`src/hdl/mexp_pkg.sv`:
```
// Shared widths and constants for the modular exponentiation block.
package mexp_pkg;
  localparam int MOD_W = 31;
  localparam int BASE_W = 32;
  localparam int EXP_WIDTH = 32;
  localparam int MUL_CNT_W = $clog2(MOD_W + 1);
  localparam int RED_CNT_W = $clog2(BASE_W + 1);
  localparam int EXP_CNT_W = $clog2(EXP_WIDTH + 1);
  localparam logic [MOD_W-1:0] MODULUS_RESET = MOD_W'(998244353);
  localparam logic [MOD_W-1:0] MODULUS_MIN = MOD_W'(2);
endpackage

```
`src/hdl/mexp_in_if.sv`:
```
// Input channel: base and signed exponent with valid/ready.
interface mexp_in_if;
  logic                                  valid;
  logic                                  ready;
  logic [mexp_pkg::BASE_W-1:0]           base_value;
  logic signed [mexp_pkg::EXP_WIDTH-1:0] exponent;
  modport source(output valid, base_value, exponent, input ready);
  modport sink(input valid, base_value, exponent, output ready);
endinterface

```
`src/hdl/mexp_out_if.sv`:
```
// Result channel: power result with valid/ready.
interface mexp_out_if;
  logic                       valid;
  logic                       ready;
  logic [mexp_pkg::MOD_W-1:0] power_result;
  modport source(output valid, power_result, input ready);
  modport sink(input valid, power_result, output ready);
endinterface

```
`src/hdl/modular_exponentiation.sv`:
```
// The base is first reduced modulo the modulus, then each exponent bit is handled by the
// two bit-serial modular multipliers, which square and multiply side by side.
// One transaction at a time: no new input is taken until the result is loaded into the
// output register. Negative exponents or a modulus below two give the result 0
// without reduction or multiplication.
// Synchronous active-low reset idles the block and sets the modulus to 998244353.
module modular_exponentiation (
  input  logic                       clk,
  input  logic                       rst_n,
  input  logic                       cfg_we,
  input  logic [mexp_pkg::MOD_W-1:0] cfg_wdata,
  mexp_in_if.sink                    in_ch,
  mexp_out_if.source                 out_ch
);
  typedef enum logic [3:0] {
    S_IDLE = 4'b0001,
    S_RED  = 4'b0010,
    S_MUL  = 4'b0100,
    S_DONE = 4'b1000
  } state_t;

  state_t                           state_r, state_nxt;
  logic [mexp_pkg::MOD_W-1:0]       mod_r;
  logic [mexp_pkg::MOD_W-1:0]       acc_r, acc_nxt;
  logic [mexp_pkg::MOD_W-1:0]       sq_r, sq_nxt;
  logic [mexp_pkg::MOD_W-1:0]       res_r, res_nxt;
  logic [mexp_pkg::EXP_WIDTH-1:0]   e_r, e_nxt;
  logic [mexp_pkg::EXP_CNT_W-1:0]   ecnt_r, ecnt_nxt;
  logic [mexp_pkg::MOD_W-1:0]       out_data_r;
  logic                             out_valid_r;
  logic                             out_load;
  logic                             in_fire;
  logic                             red_start, red_done;
  logic [mexp_pkg::MOD_W-1:0]       red_val;
  logic                             mul_start;
  logic                             acc_done, sq_done, acc_busy, sq_busy;
  logic [mexp_pkg::MOD_W-1:0]       acc_p, sq_p;

  assign in_ch.ready = (state_r == S_IDLE);
  assign in_fire = in_ch.valid && in_ch.ready;
  assign mul_start = (state_r == S_MUL) && !sq_busy && !sq_done;

  mexp_modred u_red (
    .clk(clk), .rst_n(rst_n), .start(red_start), .x(in_ch.base_value),
    .m(mod_r), .done(red_done), .r(red_val)
  );

  mexp_modmul u_mul_acc (
    .clk(clk), .rst_n(rst_n), .start(mul_start), .a(acc_r), .b(sq_r),
    .m(mod_r), .done(acc_done), .busy(acc_busy), .p(acc_p)
  );

  mexp_modmul u_mul_sq (
    .clk(clk), .rst_n(rst_n), .start(mul_start), .a(sq_r), .b(sq_r),
    .m(mod_r), .done(sq_done), .busy(sq_busy), .p(sq_p)
  );

  always_comb begin
    state_nxt = state_r;
    acc_nxt   = acc_r;
    sq_nxt    = sq_r;
    res_nxt   = res_r;
    e_nxt     = e_r;
    ecnt_nxt  = ecnt_r;
    red_start = 1'b0;
    out_load  = 1'b0;
    unique case (state_r)
      S_IDLE: begin
        if (in_fire) begin
          e_nxt    = in_ch.exponent;
          ecnt_nxt = mexp_pkg::EXP_CNT_W'(mexp_pkg::EXP_WIDTH);
          if (mod_r < mexp_pkg::MODULUS_MIN || in_ch.exponent[mexp_pkg::EXP_WIDTH-1]) begin
            res_nxt   = '0;
            state_nxt = S_DONE;
          end else begin
            red_start = 1'b1;
            state_nxt = S_RED;
          end
        end
      end
      S_RED: begin
        if (red_done) begin
          sq_nxt    = red_val;
          acc_nxt   = mexp_pkg::MOD_W'(1);
          state_nxt = S_MUL;
        end
      end
      S_MUL: begin
        if (sq_done) begin
          if (e_r[0]) begin
            acc_nxt = acc_p;
          end
          sq_nxt   = sq_p;
          e_nxt    = e_r >> 1;
          ecnt_nxt = ecnt_r - mexp_pkg::EXP_CNT_W'(1);
          if (ecnt_r == mexp_pkg::EXP_CNT_W'(1)) begin
            res_nxt   = e_r[0] ? acc_p : acc_r;
            state_nxt = S_DONE;
          end
        end
      end
      S_DONE: begin
        if (!out_valid_r || out_ch.ready) begin
          out_load  = 1'b1;
          state_nxt = S_IDLE;
        end
      end
      default: state_nxt = S_IDLE;
    endcase
  end

  always_ff @(posedge clk) begin
    if (!rst_n) begin
      state_r     <= S_IDLE;
      mod_r       <= mexp_pkg::MODULUS_RESET;
      out_valid_r <= 1'b0;
    end else begin
      state_r <= state_nxt;
      if (cfg_we) begin
        mod_r <= cfg_wdata;
      end
      if (out_load) begin
        out_valid_r <= 1'b1;
      end else if (out_ch.ready) begin
        out_valid_r <= 1'b0;
      end
    end
  end

  always_ff @(posedge clk) begin
    acc_r  <= acc_nxt;
    sq_r   <= sq_nxt;
    res_r  <= res_nxt;
    e_r    <= e_nxt;
    ecnt_r <= ecnt_nxt;
    if (out_load) begin
      out_data_r <= res_r;
    end
  end

  assign out_ch.valid = out_valid_r;
  assign out_ch.power_result = out_data_r;

  // Both multipliers start together and must finish in the same cycle.
  a_mul_lockstep: assert property (@(posedge clk) disable iff (!rst_n)
    acc_done == sq_done && acc_busy == sq_busy)
    else $error("multipliers out of step");

  // A loaded result is reduced below the modulus, unless the modulus is below two.
  a_res_reduced: assert property (@(posedge clk) disable iff (!rst_n)
    out_load |-> (res_r < mod_r || mod_r < mexp_pkg::MODULUS_MIN))
    else $error("result not reduced");

  // No multiplication runs while the base is being reduced.
  a_red_quiet: assert property (@(posedge clk) disable iff (!rst_n)
    state_r == S_RED |-> !sq_busy)
    else $error("multiplier busy during reduction");

  // A result is only loaded when the output register is free or draining.
  a_no_overwrite: assert property (@(posedge clk) disable iff (!rst_n)
    out_load |-> (!out_valid_r || out_ch.ready))
    else $error("pending result overwritten");
endmodule

```
`src/hdl/mexp_modred.sv`:
```
// Bit-serial reduction of the base modulo the modulus, one base bit per cycle.
module mexp_modred (
  input  logic                        clk,
  input  logic                        rst_n,
  input  logic                        start,
  input  logic [mexp_pkg::BASE_W-1:0] x,
  input  logic [mexp_pkg::MOD_W-1:0]  m,
  output logic                        done,
  output logic [mexp_pkg::MOD_W-1:0]  r
);
  logic                           busy_r;
  logic                           done_r;
  logic [mexp_pkg::RED_CNT_W-1:0] cnt_r;
  logic [mexp_pkg::BASE_W-1:0]    x_r;
  logic [mexp_pkg::MOD_W-1:0]     r_r;
  logic [mexp_pkg::MOD_W:0]       t;
  logic [mexp_pkg::MOD_W:0]       t_red;

  // The remainder stays below m, so one subtract keeps it reduced.
  assign t = {r_r, x_r[mexp_pkg::BASE_W-1]};
  assign t_red = (t >= {1'b0, m}) ? t - {1'b0, m} : t;

  always_ff @(posedge clk) begin
    if (!rst_n) begin
      busy_r <= 1'b0;
      done_r <= 1'b0;
    end else begin
      done_r <= 1'b0;
      if (start) begin
        busy_r <= 1'b1;
      end else if (busy_r && cnt_r == mexp_pkg::RED_CNT_W'(1)) begin
        busy_r <= 1'b0;
        done_r <= 1'b1;
      end
    end
  end

  always_ff @(posedge clk) begin
    if (start) begin
      cnt_r <= mexp_pkg::RED_CNT_W'(mexp_pkg::BASE_W);
      x_r   <= x;
      r_r   <= '0;
    end else if (busy_r) begin
      cnt_r <= cnt_r - mexp_pkg::RED_CNT_W'(1);
      x_r   <= {x_r[mexp_pkg::BASE_W-2:0], 1'b0};
      r_r   <= t_red[mexp_pkg::MOD_W-1:0];
    end
  end

  assign done = done_r;
  assign r = r_r;
endmodule

```
`src/hdl/mexp_modmul.sv`:
```
// Bit-serial interleaved modular multiplier, one multiplier bit per cycle.
module mexp_modmul (
  input  logic                       clk,
  input  logic                       rst_n,
  input  logic                       start,
  input  logic [mexp_pkg::MOD_W-1:0] a,
  input  logic [mexp_pkg::MOD_W-1:0] b,
  input  logic [mexp_pkg::MOD_W-1:0] m,
  output logic                       done,
  output logic                       busy,
  output logic [mexp_pkg::MOD_W-1:0] p
);
  logic                           busy_r;
  logic                           done_r;
  logic [mexp_pkg::MUL_CNT_W-1:0] cnt_r;
  logic [mexp_pkg::MOD_W-1:0]     a_r;
  logic [mexp_pkg::MOD_W-1:0]     b_r;
  logic [mexp_pkg::MOD_W-1:0]     r_r;
  logic [mexp_pkg::MOD_W+1:0]     t;
  logic [mexp_pkg::MOD_W+1:0]     t1;
  logic [mexp_pkg::MOD_W+1:0]     t2;
  logic [mexp_pkg::MOD_W+1:0]     m_x;

  // 2r + a stays below 3m, so two conditional subtracts reduce it.
  assign m_x = {2'b00, m};
  assign t = {1'b0, r_r, 1'b0}
           + (b_r[mexp_pkg::MOD_W-1] ? {2'b00, a_r} : '0);
  assign t1 = (t >= m_x) ? t - m_x : t;
  assign t2 = (t1 >= m_x) ? t1 - m_x : t1;

  always_ff @(posedge clk) begin
    if (!rst_n) begin
      busy_r <= 1'b0;
      done_r <= 1'b0;
    end else begin
      done_r <= 1'b0;
      if (start) begin
        busy_r <= 1'b1;
      end else if (busy_r && cnt_r == mexp_pkg::MUL_CNT_W'(1)) begin
        busy_r <= 1'b0;
        done_r <= 1'b1;
      end
    end
  end

  always_ff @(posedge clk) begin
    if (start) begin
      cnt_r <= mexp_pkg::MUL_CNT_W'(mexp_pkg::MOD_W);
      a_r   <= a;
      b_r   <= b;
      r_r   <= '0;
    end else if (busy_r) begin
      cnt_r <= cnt_r - mexp_pkg::MUL_CNT_W'(1);
      b_r   <= {b_r[mexp_pkg::MOD_W-2:0], 1'b0};
      r_r   <= t2[mexp_pkg::MOD_W-1:0];
    end
  end

  assign done = done_r;
  assign busy = busy_r;
  assign p = r_r;
endmodule
```
`src/flat_wrapper.sv`:
```
// flat-port wrapper written by rule: the top's interface ports become plain ports
module modular_exponentiation_flat 
  (clk, rst_n, cfg_we, cfg_wdata, in_ch_valid, in_ch_base_value, in_ch_exponent, in_ch_ready, out_ch_valid, out_ch_power_result, out_ch_ready);
  mexp_in_if in_ch_i ();
  mexp_out_if out_ch_i ();
  input  logic clk;
  input  logic rst_n;
  input  logic cfg_we;
  input  logic [mexp_pkg::MOD_W-1:0] cfg_wdata;
  input wire logic [$bits(in_ch_i.valid)-1:0] in_ch_valid;
  input wire logic [$bits(in_ch_i.base_value)-1:0] in_ch_base_value;
  input wire logic [$bits(in_ch_i.exponent)-1:0] in_ch_exponent;
  output wire logic [$bits(in_ch_i.ready)-1:0] in_ch_ready;
  output wire logic [$bits(out_ch_i.valid)-1:0] out_ch_valid;
  output wire logic [$bits(out_ch_i.power_result)-1:0] out_ch_power_result;
  input wire logic [$bits(out_ch_i.ready)-1:0] out_ch_ready;
  assign in_ch_i.valid = in_ch_valid;
  assign in_ch_i.base_value = in_ch_base_value;
  assign in_ch_i.exponent = in_ch_exponent;
  assign in_ch_ready = in_ch_i.ready;
  assign out_ch_valid = out_ch_i.valid;
  assign out_ch_power_result = out_ch_i.power_result;
  assign out_ch_i.ready = out_ch_ready;
  modular_exponentiation u_core (.clk(clk), .rst_n(rst_n), .cfg_we(cfg_we), .cfg_wdata(cfg_wdata), .in_ch(in_ch_i), .out_ch(out_ch_i));
endmodule
```
`config.mk`:
```
export PLATFORM = sky130hd
export DESIGN_NAME = modular_exponentiation_flat
export DESIGN_NICKNAME = d
export VERILOG_FILES = /design/src/hdl/mexp_pkg.sv /design/src/hdl/mexp_in_if.sv /design/src/hdl/mexp_out_if.sv /design/src/hdl/modular_exponentiation.sv /design/src/hdl/mexp_modred.sv /design/src/hdl/mexp_modmul.sv /design/src/flat_wrapper.sv
export SDC_FILE = /design/constraint.sdc
export NUM_CORES = 1
export LEC_CHECK = 0
export ABC_AREA = 1
export CAP_MARGIN = 20
export CORE_ASPECT_RATIO = 1.75
export CORE_MARGIN = 3
export CORE_UTILIZATION = 55
export CTS_CLUSTER_SIZE = 10
export DETAILED_ROUTE_END_ITERATION = 10
export DONT_BUFFER_PORTS = 1
export PLACE_DENSITY_LB_ADDON = 0.3
export SLEW_MARGIN = 25
export SYNTH_ARGS = -nofsm -noshare
export SYNTH_HDL_FRONTEND = slang
export SYNTH_SLANG_ARGS = --single-unit
```
`constraint.sdc`:
```
create_clock -name clk -period 8.6 [get_ports clk]
set_clock_uncertainty 0.2 [all_clocks]
set_input_delay 0 -clock clk [delete_from_list [all_inputs] [get_ports clk]]
set_output_delay 0 -clock clk [all_outputs]
set_load 0.1 [all_outputs]
```
Word level (Yosys, flattened, before mapping)
Cells that the tools add are included.
- bits in registers: 468
- bits of input ports: 100
- output and inout port bits: 33
- logic and storage cells: 136
- add/subtract/negate cells: 11
- magnitude comparators: 6
- equal/unequal tests: 14
- mux-type cells: 53
- bitwise logic cells: 1
- reduce and logical (&&, ||, !) cells: 26
- operator list (operator ; number):
    two-way mux 31 bit ; 18
    case mux 31 bit (2 select lines) ; 3
    greater-or-equal comparator 33 x 31 -> 1 bit ; 4
    two-way mux 32 bit ; 4
    subtractor 31 bit ; 3
    adder 32 x 33 -> 33 bit ; 2
    two-way mux 33 bit ; 2
    subtractor 33 x 31 -> 33 bit ; 2
    case mux 32 bit (2 select lines) ; 1
    greater-or-equal comparator 32 x 31 -> 1 bit ; 1
    less-than comparator 31 x 2 -> 1 bit, second input constant ; 1
    two-way mux 4 bit ; 6
    nonzero test 2 bit ; 9
    case mux 4 bit (4 select lines) ; 1
    two-way mux 1 bit ; 15
    == test 6 x 1 -> 1 bit, second input constant ; 2
    two-way mux 6 bit ; 2
    case mux 6 bit (2 select lines) ; 1
    subtractor 6 x 1 -> 6 bit, second input constant ; 2
    == test 5 x 1 -> 1 bit, second input constant ; 2
    inequality test 2 bit, second input constant ; 5
    AND reduction 5 bit ; 2
    subtractor 5 x 1 -> 5 bit, second input constant ; 2
    logical AND 1 bit ; 6
    10 further kinds ; 15

Longest topological paths before layout
- depth in word-level cells: 6
- mapped depth: 48
- depth with buffers taken out: 46

Modules after synthesis
From an unflattened synthesis, not the netlist that was laid out.
- cell total of the unflattened synthesis: 4862
- area, all modules: 34394.2 sq um
- by module, submodules not included (module ; times used ; cells each ; area an instance (sq um) ; sequential area each (sq um)):
    mexp_modmul ; 2 ; 1602 ; 10346.2 ; 2622.5
    modular_exponentiation ; 1 ; 712 ; 7838.8 ; 5585.4
    mexp_modred ; 1 ; 946 ; 5863.1 ; 1741.7

Worst setup path after synthesis
Ideal clock, no wire load.
- path kind: reg-to-reg
- start: register u_core.state_r[3]
- end: register u_core.res_r[0] in the netlist's numbering, enable pin
- library setup time: 0.500 ns
- data arrival time: 6.947 ns
- required time: 7.900 ns
- setup slack: 0.952 ns
- cell stages (with the launch flop): 4
- path buffers: 0
- period minus slack after synthesis: 7.648 ns
- path through: dfxtp_1 -> nor4_1 -> nor2_1 -> nor4_1
- cells in the longest elaborated chain, start to end: 4
- elaborated cells on any way between the ends: 9
- classes of those cells: eq/ne (6); reduce/logical (3)
- ends and longest elaborated chain (element ; line ; text):
    start: declaration ; modular_exponentiation.sv:22 ; state_t state_r, state_nxt;
    start signal: assignment ; modular_exponentiation.sv:118 ; state_r <= state_nxt;
    == test 4 x 1 -> 1 bit * ; modular_exponentiation.sv:39 ; assign in_ch.ready = (state_r == S_IDLE);
    named net in_ch_ready ; flat_wrapper.sv:13 ; output wire logic [$bits(in_ch_i.ready)-1:0] in_ch_ready;
    logical AND 1 bit ; modular_exponentiation.sv:40 ; assign in_fire = in_ch.valid && in_ch.ready;
    inequality test 2 bit (no line) ; -- ;
    AND reduction 5 bit (no line) * ; -- ;
    end signal: assignment ; modular_exponentiation.sv:133 ; res_r <= res_nxt;
    end: declaration ; modular_exponentiation.sv:26 ; logic [mexp_pkg::MOD_W-1:0] res_r, res_nxt;
The timed path passes the listed nets; every way through them passes the cells marked *.
A chain may end at the register's enable or synchronous reset.

Final worst setup path
- start: register u_core.u_mul_acc.b_r[30] in the netlist's numbering
- end: register u_core.u_mul_acc.r_r, in the netlist u_core.u_mul_acc.p[0]
- cells in the longest elaborated chain, start to end: 6
- elaborated cells on any way between the ends: 8
- classes of those cells: add/sub (3); order compare (2); mux (3)
- ends and longest elaborated chain (element ; line ; text):
    start: declaration ; mexp_modmul.sv:17 ; logic [mexp_pkg::MOD_W-1:0] b_r;
    start signal: assignment ; mexp_modmul.sv:54 ; b_r <= {b_r[mexp_pkg::MOD_W-2:0], 1'b0};
    two-way mux 31 bit * ; mexp_modmul.sv:27 ; + (b_r[mexp_pkg::MOD_W-1] ? {2'b00, a_r} : '0);
    adder 32 x 33 -> 33 bit * ; mexp_modmul.sv:27 ;
    subtractor 33 x 31 -> 33 bit or greater-or-equal comparator 33 x 31 -> 1 bit (tied branches) ; mexp_modmul.sv:28 ; assign t1 = (t >= m_x) ? t - m_x : t;
    two-way mux 33 bit * ; mexp_modmul.sv:28 ;
    subtractor 31 bit or greater-or-equal comparator 33 x 31 -> 1 bit (tied branches) ; mexp_modmul.sv:29 ; assign t2 = (t1 >= m_x) ? t1 - m_x : t1;
    two-way mux 31 bit * ; mexp_modmul.sv:29 ;
    end signal: assignment ; mexp_modmul.sv:55 ; r_r <= t2[mexp_pkg::MOD_W-1:0];
    end: declaration ; mexp_modmul.sv:18 ; logic [mexp_pkg::MOD_W-1:0] r_r;
Mark *: on every way between the ends. The rest lies on a longest branch, timed or not.

==> summary.txt <==
outcome = finished, final reports clean
Synth top cells by count = 1402 x nand2_1, 581 x inv_1, 333 x a21oi_1
Die ar. = 63000 um2
Critical Path RT = 8.93 ns
fillcell total = 5288
pre-CTS WS = 0.0678 ns
Root Buffer = clkbuf_16
First-pass DRT Iterations = 7
Yosys cell types = 51
part of the cycle the worst path needs = 93.2%
Core Rows = 118
top post-synthesis cells by area = edfxtp_1 29%, nand2_1 16%, dfxtp_1 9.1%
sequential fraction of the synthesis area = 38.1%
CP Capture Type = flip-flop
DRC errors left = 0
DIE HEIGHT = 330 um
H-tree levels = 2
Fmax achieved = 125 MHz
number of synthesized register bits = 468
Synthesized Nets = 4803
GRT Resource Usage Total = 41.0%
initial antenna violation count = 8
synth-to-layout area growth = 13.9%
largest net degree at the start of global routing = 125
input/output buffers = 0
Final Max Slew Viols = 0
Crit Path Category = reg2reg
# nets final = 4985
critical path's largest stage delay = 0.71 ns
Post-Synth Simple-Gate Area = 26.9%
Startpoint Class = flip-flop
area leader, netlist = edfxtp_1
Syn. warnings = 0
maximum net fanout on the critical path = 20
Worst Path Arrival = 8.34 ns
XOR/XNOR share of the synthesized area = 4.68%
vias in the first global route = 33000
Routed WL = 131000 um
ys flop type = edfxtp_1
unrepaired setup endpoints after global routing = no
top-area cell type share of the netlist area = 29.0%
GRT Residual Overflow = 0
Core Area = 59200 um2
Hold Path Depth = 4
CP max-delay cell = edfxtp_1
crit-path most repeated cell = nand2_1
number of synthesized flops with an enable pin = 318
mux cell area share after synthesis = 1.09%
setup TNS = 0 ns
initial core utilization = 55.7%
routed length per placed instance = 23.9 um
Clock Pin Slew Worst Setup and Hold Paths = 0.06 ns
routed vias = 32600
cts bufs inserted = 53
worst-margin pin slew = 1.01 ns
Mean Syn Cell Area = 7.37 um2
Compound-Gate Fraction of Synth Area = 12.0%
post-synthesis async set-or-reset flop share = 0%
Final Wtd Congestion = 1.09
number of antenna-violating nets in the routed design = 0
clock latency at the later pin of the worst-skew pair = 0.65 ns
CTS tree = done
Final Hold Vio Count = 0
dominant combinational cell family by area after synthesis = simple AND/OR/NAND/NOR gates
Top Ports = 133
synthesized instance count = 4473
max_cap viols = 0
Setup-failing EPs final = 0
routed vias/inst = 5.95
Post-CTS Setup Bufs = 0
HPWL after DPL = 98300 um
first-pass GRT wire length = 192000 um
Final min period = 8.01 ns
clock sink count = 468
clock buffer depth = 3
min setup slack post-route = 0.588 ns
die width = 191 um
mapped cell area = 33000 um2
R2R depth = 39
ratio of cells with drive above 1 in the final layout = 4.02%
top-count cell post-synth = nand2_1
Worst Hold Class = in2reg
adder-cell share of the synthesized area = 8.89%
Iteration-0 DRC Markers = 2680
Slew HR = 32.8%
==> logic make-up after synthesis <==
group,after synthesis
simple gates,2134
buf+inv,720
compound gates,713
flops,468
fa+ha+maj,230
xor+xnor,176
mux,32
==> worst max-delay path, delay by kind of cell, from the launching register on <==
family / cells / cell delay, ns
buf+inv: 6 / 0.70
simple gates: 24 / 3.49
xor+xnor: 1 / 0.29
compound gates: 4 / 1.17
fa+ha+maj: 4 / 1.28
flops: 1 / 0.71
==> path summary, 6_finish.rpt <==
check        slack (ns)                          startpoint                                       to
max reg2reg        0.59  u_core.u_mul_acc.b_r[30]$_DFFE_PP_       u_core.u_mul_acc.p[0]$_SDFFE_PP0P_
max                0.59  u_core.u_mul_acc.b_r[30]$_DFFE_PP_       u_core.u_mul_acc.p[0]$_SDFFE_PP0P_
min                0.17                               rst_n        u_core.u_mul_sq.busy$_SDFFE_PN0P_
min reg2reg        0.21       u_core.res_r[2]$_SDFFCE_PN0P_  u_core.out_ch.power_result[2]$_DFFE_PP_
==> what timing repair did <==
item,CTS,global route
endpoints found under the hold margin,201,0
resized for setup,0,4
endpoints found under the setup margin,0,31
hold buffers,197,0
==> routing by layer <==
layer  wire, um  GRT usage [%]
met3       8390           7.37
met5         51              0
met1      40100           37.3
met4      17400           42.8
met2      65000           73.1
==> sequential cells by signal, summed over array words and instances, names as in the netlist, 5 cells and up <==
| name | cells |
|---|---|
| u_core.u_mul_acc.b_r | 31 |
| u_core.sq_r | 31 |
| u_core.acc_r | 31 |
| u_core.res_r | 31 |
| u_core.e_r | 32 |
| u_core.u_mul_acc.a_r | 31 |
| u_core.u_red.cnt_r | 6 |
| u_core.u_mul_sq.a_r | 31 |
| u_core.ecnt_r | 6 |
| u_core.u_red.x_r | 32 |
| u_core.u_red.r | 31 |
| u_core.u_mul_sq.cnt_r | 5 |
| u_core.u_mul_acc.cnt_r | 5 |
| u_core.u_mul_acc.p | 31 |
| u_core.mod_r | 31 |
| u_core.u_mul_sq.p | 31 |
| u_core.out_ch.power_result | 31 |
| u_core.u_mul_sq.b_r | 31 |
==> placed cells by master, fill, tap and decap left out, drive strengths merged, types with 11 or more instances in the layout <==
cell / n
a21boi: 13
a21o: 30
a21oi: 336
a221oi: 11
buf: 59
clkbuf: 94
dfxtp: 150
dlygate4sd3: 196
edfxtp: 318
ha: 223
inv: 591
mux2: 31
nand2: 1404
nand3: 216
nand3b: 19
nand4: 129
nor2: 294
nor3: 39
nor4: 18
o211ai: 24
o21a: 12
o21ai: 229
o21bai: 33
xnor2: 99
xor2: 77
==> cell type report <==
cell class                      count  area, um2  area share [%]
Antenna cell                        4       10.0          0.0267
Clock buffer                       94       1510            4.03
Clock inverter                      4       60.1           0.160
Inverter                          592       2220            5.92
Multi-Input combinational cell   3285      17700            47.2
Sequential cell                   468      12600            33.4
Tap cell                          780        976            2.60
Timing Repair Buffer              255       2470            6.59
==> metrics by stage <==
stage | hold WS, ns | instances | cell area, um2 | util (%)
after floorplan | -0.0777 | 4473 | 33000 | -
after global placement | -0.102 | 5182 | 33900 | 57.3
after detailed placement | -0.0996 | 5182 | 33900 | 57.3
after CTS | 0.109 | 5477 | 37500 | 63.3
after global routing | 0.144 | 5481 | 37500 | 63.4
final | 0.165 | 5482 | 37500 | 63.4
Power is left out: the tool's default activity adds up to more than one toggle a clock period on the data nets, which glitch-free logic cannot reach.
